`config.mk`:
```
export PLATFORM = sky130hd
export DESIGN_NAME = bbrm_ram
export DESIGN_NICKNAME = d
export VERILOG_FILES = /design/src/design/assert_macros.svh /design/src/design/bbrm_ram.sv
export SDC_FILE = /design/constraint.sdc
export NUM_CORES = 1
export LEC_CHECK = 0
export BUFFER_PORTS_ARGS = -buffer_cell sky130_fd_sc_hd__buf_2
export CORE_MARGIN = 5
export CORE_UTILIZATION = 56
export DETAILED_ROUTE_END_ITERATION = 6
export PLACE_DENSITY = 0.76
export SETUP_SLACK_MARGIN = 0.02
export SLEW_MARGIN = 20
export SYNTH_ARGS = -nofsm -noshare
export SYNTH_HDL_FRONTEND = slang
export SYNTH_SLANG_ARGS = --single-unit
export TNS_END_PERCENT = 50
```
`constraint.sdc`:
```
create_clock -name i_clk -period 2.8 [get_ports i_clk]
set_clock_uncertainty 0.2 [all_clocks]
set_input_delay 0.84 -clock i_clk [delete_from_list [all_inputs] [get_ports i_clk]]
set_output_delay 0.84 -clock i_clk [all_outputs]
set_load 0.005 [all_outputs]
```
`src/design/assert_macros.svh`:
```
// Assertion macros shared by the design files.
`ifndef ASSERT_MACROS_SVH
`define ASSERT_MACROS_SVH

`ifndef ASSERT_OFF
// Checked property, ignored while reset is asserted.
`define ASSERT_CLK(label, clk, rst_n, prop, msg) \
    label: assert property (@(posedge clk) disable iff (!rst_n) (prop)) else $error(msg);
// Checked property, ignored while reset is asserted, for an implication.
`define ASSERT_IMPL(label, clk, rst_n, ante, cons, msg) \
    label: assert property (@(posedge clk) disable iff (!rst_n) (ante) |-> (cons)) \
        else $error(msg);
`else
`define ASSERT_CLK(label, clk, rst_n, prop, msg)
`define ASSERT_IMPL(label, clk, rst_n, ante, cons, msg)
`endif

`endif

```
`src/design/bbrm_ram.sv`:
```
// Generic single-write, single-read RAM with registered read data.
module bbrm_ram #(
    parameter int WIDTH = 1,
    parameter int DEPTH = 16
) (
    input  logic                     i_clk,
    input  logic                     i_we,
    input  logic [$clog2(DEPTH)-1:0] i_waddr,
    input  logic [WIDTH-1:0]         i_wdata,
    input  logic [$clog2(DEPTH)-1:0] i_raddr,
    output logic [WIDTH-1:0]         o_rdata
);

    logic [WIDTH-1:0] r_mem [DEPTH];
    logic [WIDTH-1:0] r_rdata;

    always_ff @(posedge i_clk) begin
        if (i_we) begin
            r_mem[i_waddr] <= i_wdata;
        end
        r_rdata <= r_mem[i_raddr];
    end

    assign o_rdata = r_rdata;

endmodule

```
Word level (Yosys, flattened, before mapping)
Memory sizes are Yosys's and may differ from the RTL's. A register that Yosys moved wholly into a read port is not among the register bits.
Index checks and enable logic that the tools add are counted.
{"block": "word_totals", "out_inout_bits": 1, "register_bits": 0, "ram_bits": 16, "word_cells": 3, "n_memories": 1, "in_bits": 11}
{"block": "classes", "n_mux": 2}
{"memory": "r_mem", "words": 16, "word_bits": 1, "rd": 1, "rd_ports_with_merged_regs": 1, "wr": 1, "line_no": "bbrm_ram.sv:14", "rtl": "logic [WIDTH-1:0] r_mem [DEPTH];"}
{"operator": "$mux W1", "n": 2}

Logic depth before layout (Yosys ltp)
{"block": "depth", "depth_word": 2, "depth_mapped": 3}

Worst setup path after synthesis
OpenSTA, ideal clock, no wires.
{"block": "synth_timing", "kind": "in2reg", "start": "input i_waddr[2]", "end": "memory r_mem[0] (enable)", "arrival_time_ns": 1.477, "required_ns": 2.288, "cell_stages": 2, "path_slack_ns": 0.810, "path_buffers": 0, "cell_sequence": "or3b_2 -> nor3_1"}
{"item": "start, declared", "line_no": "bbrm_ram.sv:8", "rtl": "input logic [$clog2(DEPTH)-1:0] i_waddr,"}
{"item": "end, declared", "line_no": "bbrm_ram.sv:14"}
No word-level cell before the write port.

Worst setup path after layout
{"block": "layout_timing", "start": "input i_waddr[2]", "end": "memory r_mem[0] (enable)"}
No word-level cell before the write port.

==> summary.md <==
| Metric | Value |
|---|---|
| Outcome | finished, final reports clean |
| Worst reg2reg startpoint | r_mem[5] |
| Grt total ovfl | 0 |
| Postcts setup bufs | 0 |
| Setup_tns | 0 ns |
| Wire length of the first global-routing pass | 1.69 mm |
| Root buf cell | clkbuf_4 |
| WL/cell | 13.7 um |
| Unique masters post-synth | 11 |
| Syn Area/Cell | 15.9 um2 |
| Largest stage delay on the critical path | 0.50 ns |
| Area Growth Syn to Fin | 13.4% |
| Post-Syn Instances | 47 |
| Die H | 46.5 um |
| Post-synth top area share | 0.644 |
| Crit path arrival time | 1.62 ns |
| CP Capture Type | flip-flop |
| Critical path startpoint category | input port |
| Setup crit end | r_mem[0] |
| Crit Path Class | in -> reg |
| Tot Pwr | 443 uW |
| FF-to-FF End | o_rdata |
| Vias per cell | 5.77 |
| Worst path required time | 2.58 ns |
| Drt drc | 0 |
| Top post-synthesis cells by area | edfxtp_1 (64%), mux4_1 (14%), nor2_1 (6.0%) |
| DR iter-0 viols | 11 |
| #FFs+latches synth | 17 |
| Final Setup Violations | 0 |
| Core ar. | 0.00128 mm2 |
| # rows | 13 |
| Number of global-route vias before repair | 437 |
| Worst-path fanout max | 4 |
| CTS Buffer Depth | 2 |
| Port Buffers | 11 |
| Most frequent cells in the layout | edfxtp_1 (16), nor2_1 (12), buf_2 (11), nor3_1 (4), mux4_1 (4) |
| VDD IR-drop max | 0.321 mV |
| Num Clock Sinks | 17 |
| Clock Latency Late Sink | 0.27 ns |
| Largest net degree at the start of global routing | 17 |
| Hold Crit Class | reg -> reg |
| Overall routing resource usage | 0.118 |
| Ys Warns | 0 |
| Fmax | 542 MHz |
| Worst-margin pin slew | 0.242 ns |
| Critical Path Start | i_waddr[2] |
| N_diodes | 0 |
| Num CTS Buffers | 3 |
| Crit-path cells | buf_2 -> or3b_2 -> nor3_1 |
| Initial antenna violation count | 0 |
| Final Hold Fails | 0 |
| Post-CTS Hold Fix Bufs | 0 |
| Slowest cell on crit path | or3b_2 |
| Mapped cell area | 746 um2 |
| Max Cap Viol | 0 |
| R2R Setup Slk | 1.39 ns |
| Final Slew Violations | 0 |
| 1st-pass router iterations | 3 |
| Final min period | 1.84 ns |
| Fin crit share | 0.659 |
| HPWL after DPL | 804 um |
| Post-CTS sizing | 0 |
| Syn nets | 58 |
| Leak | 0.303 nW |
| Sequential area share after synthesis | 0.671 |
| Clock transition at path regs | 0.09 ns |
| Path depth of the worst reg2reg path | 3 |
| Largest area contributor in the netlist | edfxtp_1 |
| RSZ-0062 raised after global routing | false |
| Remaining antenna violation count after routing | 0 |
| Nets | 74 |
| CTS tree | yes |
| Top-level I/O count | 12 |
| Chip width | 46.5 um |
| Routed vias | 444 |
| Die area | 0.00216 mm2 |
| Layout cells sized above 1 | 0.242 |
| Pwr dens | 523 mW/mm2 |
| GP Congestion | 0.722 |
| Commonest non-fill, non-tap cell in the layout | edfxtp_1 |
| Initial core utilization | 0.580 |
| Total wire length | 1.06 mm |
| H-tree depth | 1 |
| Slew margin rel. | 0.839 |
==> Yosys cell counts (all sizes together) <==
cell,number
edfxtp,16
nor2,12
mux4,4
nor3,4
mux2i,3
nand2b,2
nand3b,2
dfxtp,1
nand2,1
nand3,1
or3b,1
==> layout make-up <==
| type | instances | area (um2) |
|---|---|---|
| multi-input cells | 30 | 245 |
| clock buffers | 4 | 26.3 |
| fillers | 102 | 439 |
| well taps | 15 | 18.8 |
| repair buffers | 11 | 55.1 |
| flip-flops and latches | 17 | 500 |
==> power by group <==
group          leakage [nW]  internal [mW]  total, mW  switching (mW)
Combinational         0.135         0.0175     0.0369          0.0194
Sequential            0.153          0.284      0.285         0.00127
Clock                0.0150         0.0552      0.120          0.0653
==> through the flow <==
step                      setup slack (ns)  hold WS, ns  utilization  std cells  cell area, um2
after floorplan                      0.810        0.486            -         47             746
after global placement               0.681        0.505        0.638         73             820
after detailed placement             0.652        0.539        0.638         73             820
after CTS                            0.959        0.549        0.658         77             846
after global routing                 0.927        0.544        0.658         77             846
final                                0.956        0.544        0.658         77             846
==> critical path: cells and delay by family <==
family	cells	cell delay, ns
simple gates	2	0.67
buf+inv	1	0.12
==> routing by layer <==
| layer | vias up | track usage | wire [um] |
|---|---|---|---|
| met5 | - | 0 | 0 |
| met4 | 0 | 0.0682 | 10 |
| met3 | 2 | 0.0469 | 93 |
| met2 | 14 | 0.212 | 523 |
| met1 | 213 | 0.109 | 428 |
| li1 | 215 | - | - |
==> worst min path at each step <==
stage               startpoint       to  slack [ns]  cells after the start
CTS                 i_raddr[2]  o_rdata        0.55                      2
detailed placement    r_mem[3]  o_rdata        0.54                      3
global placement      r_mem[3]  o_rdata        0.50                      3
global route        i_raddr[2]  o_rdata        0.54                      2
floorplan             r_mem[3]  o_rdata        0.49                      3
finish                r_mem[3]  o_rdata        0.54                      3
==> cells by family after synthesis <==
group | synth area share
simple gates | 0.148
flops | 0.671
mux | 0.181
==> sequential cells by signal, indices dropped and copies added, names as in the netlist <==
name     flops
r_mem       16
o_rdata      1
Power figures use the tool's default switching activity.
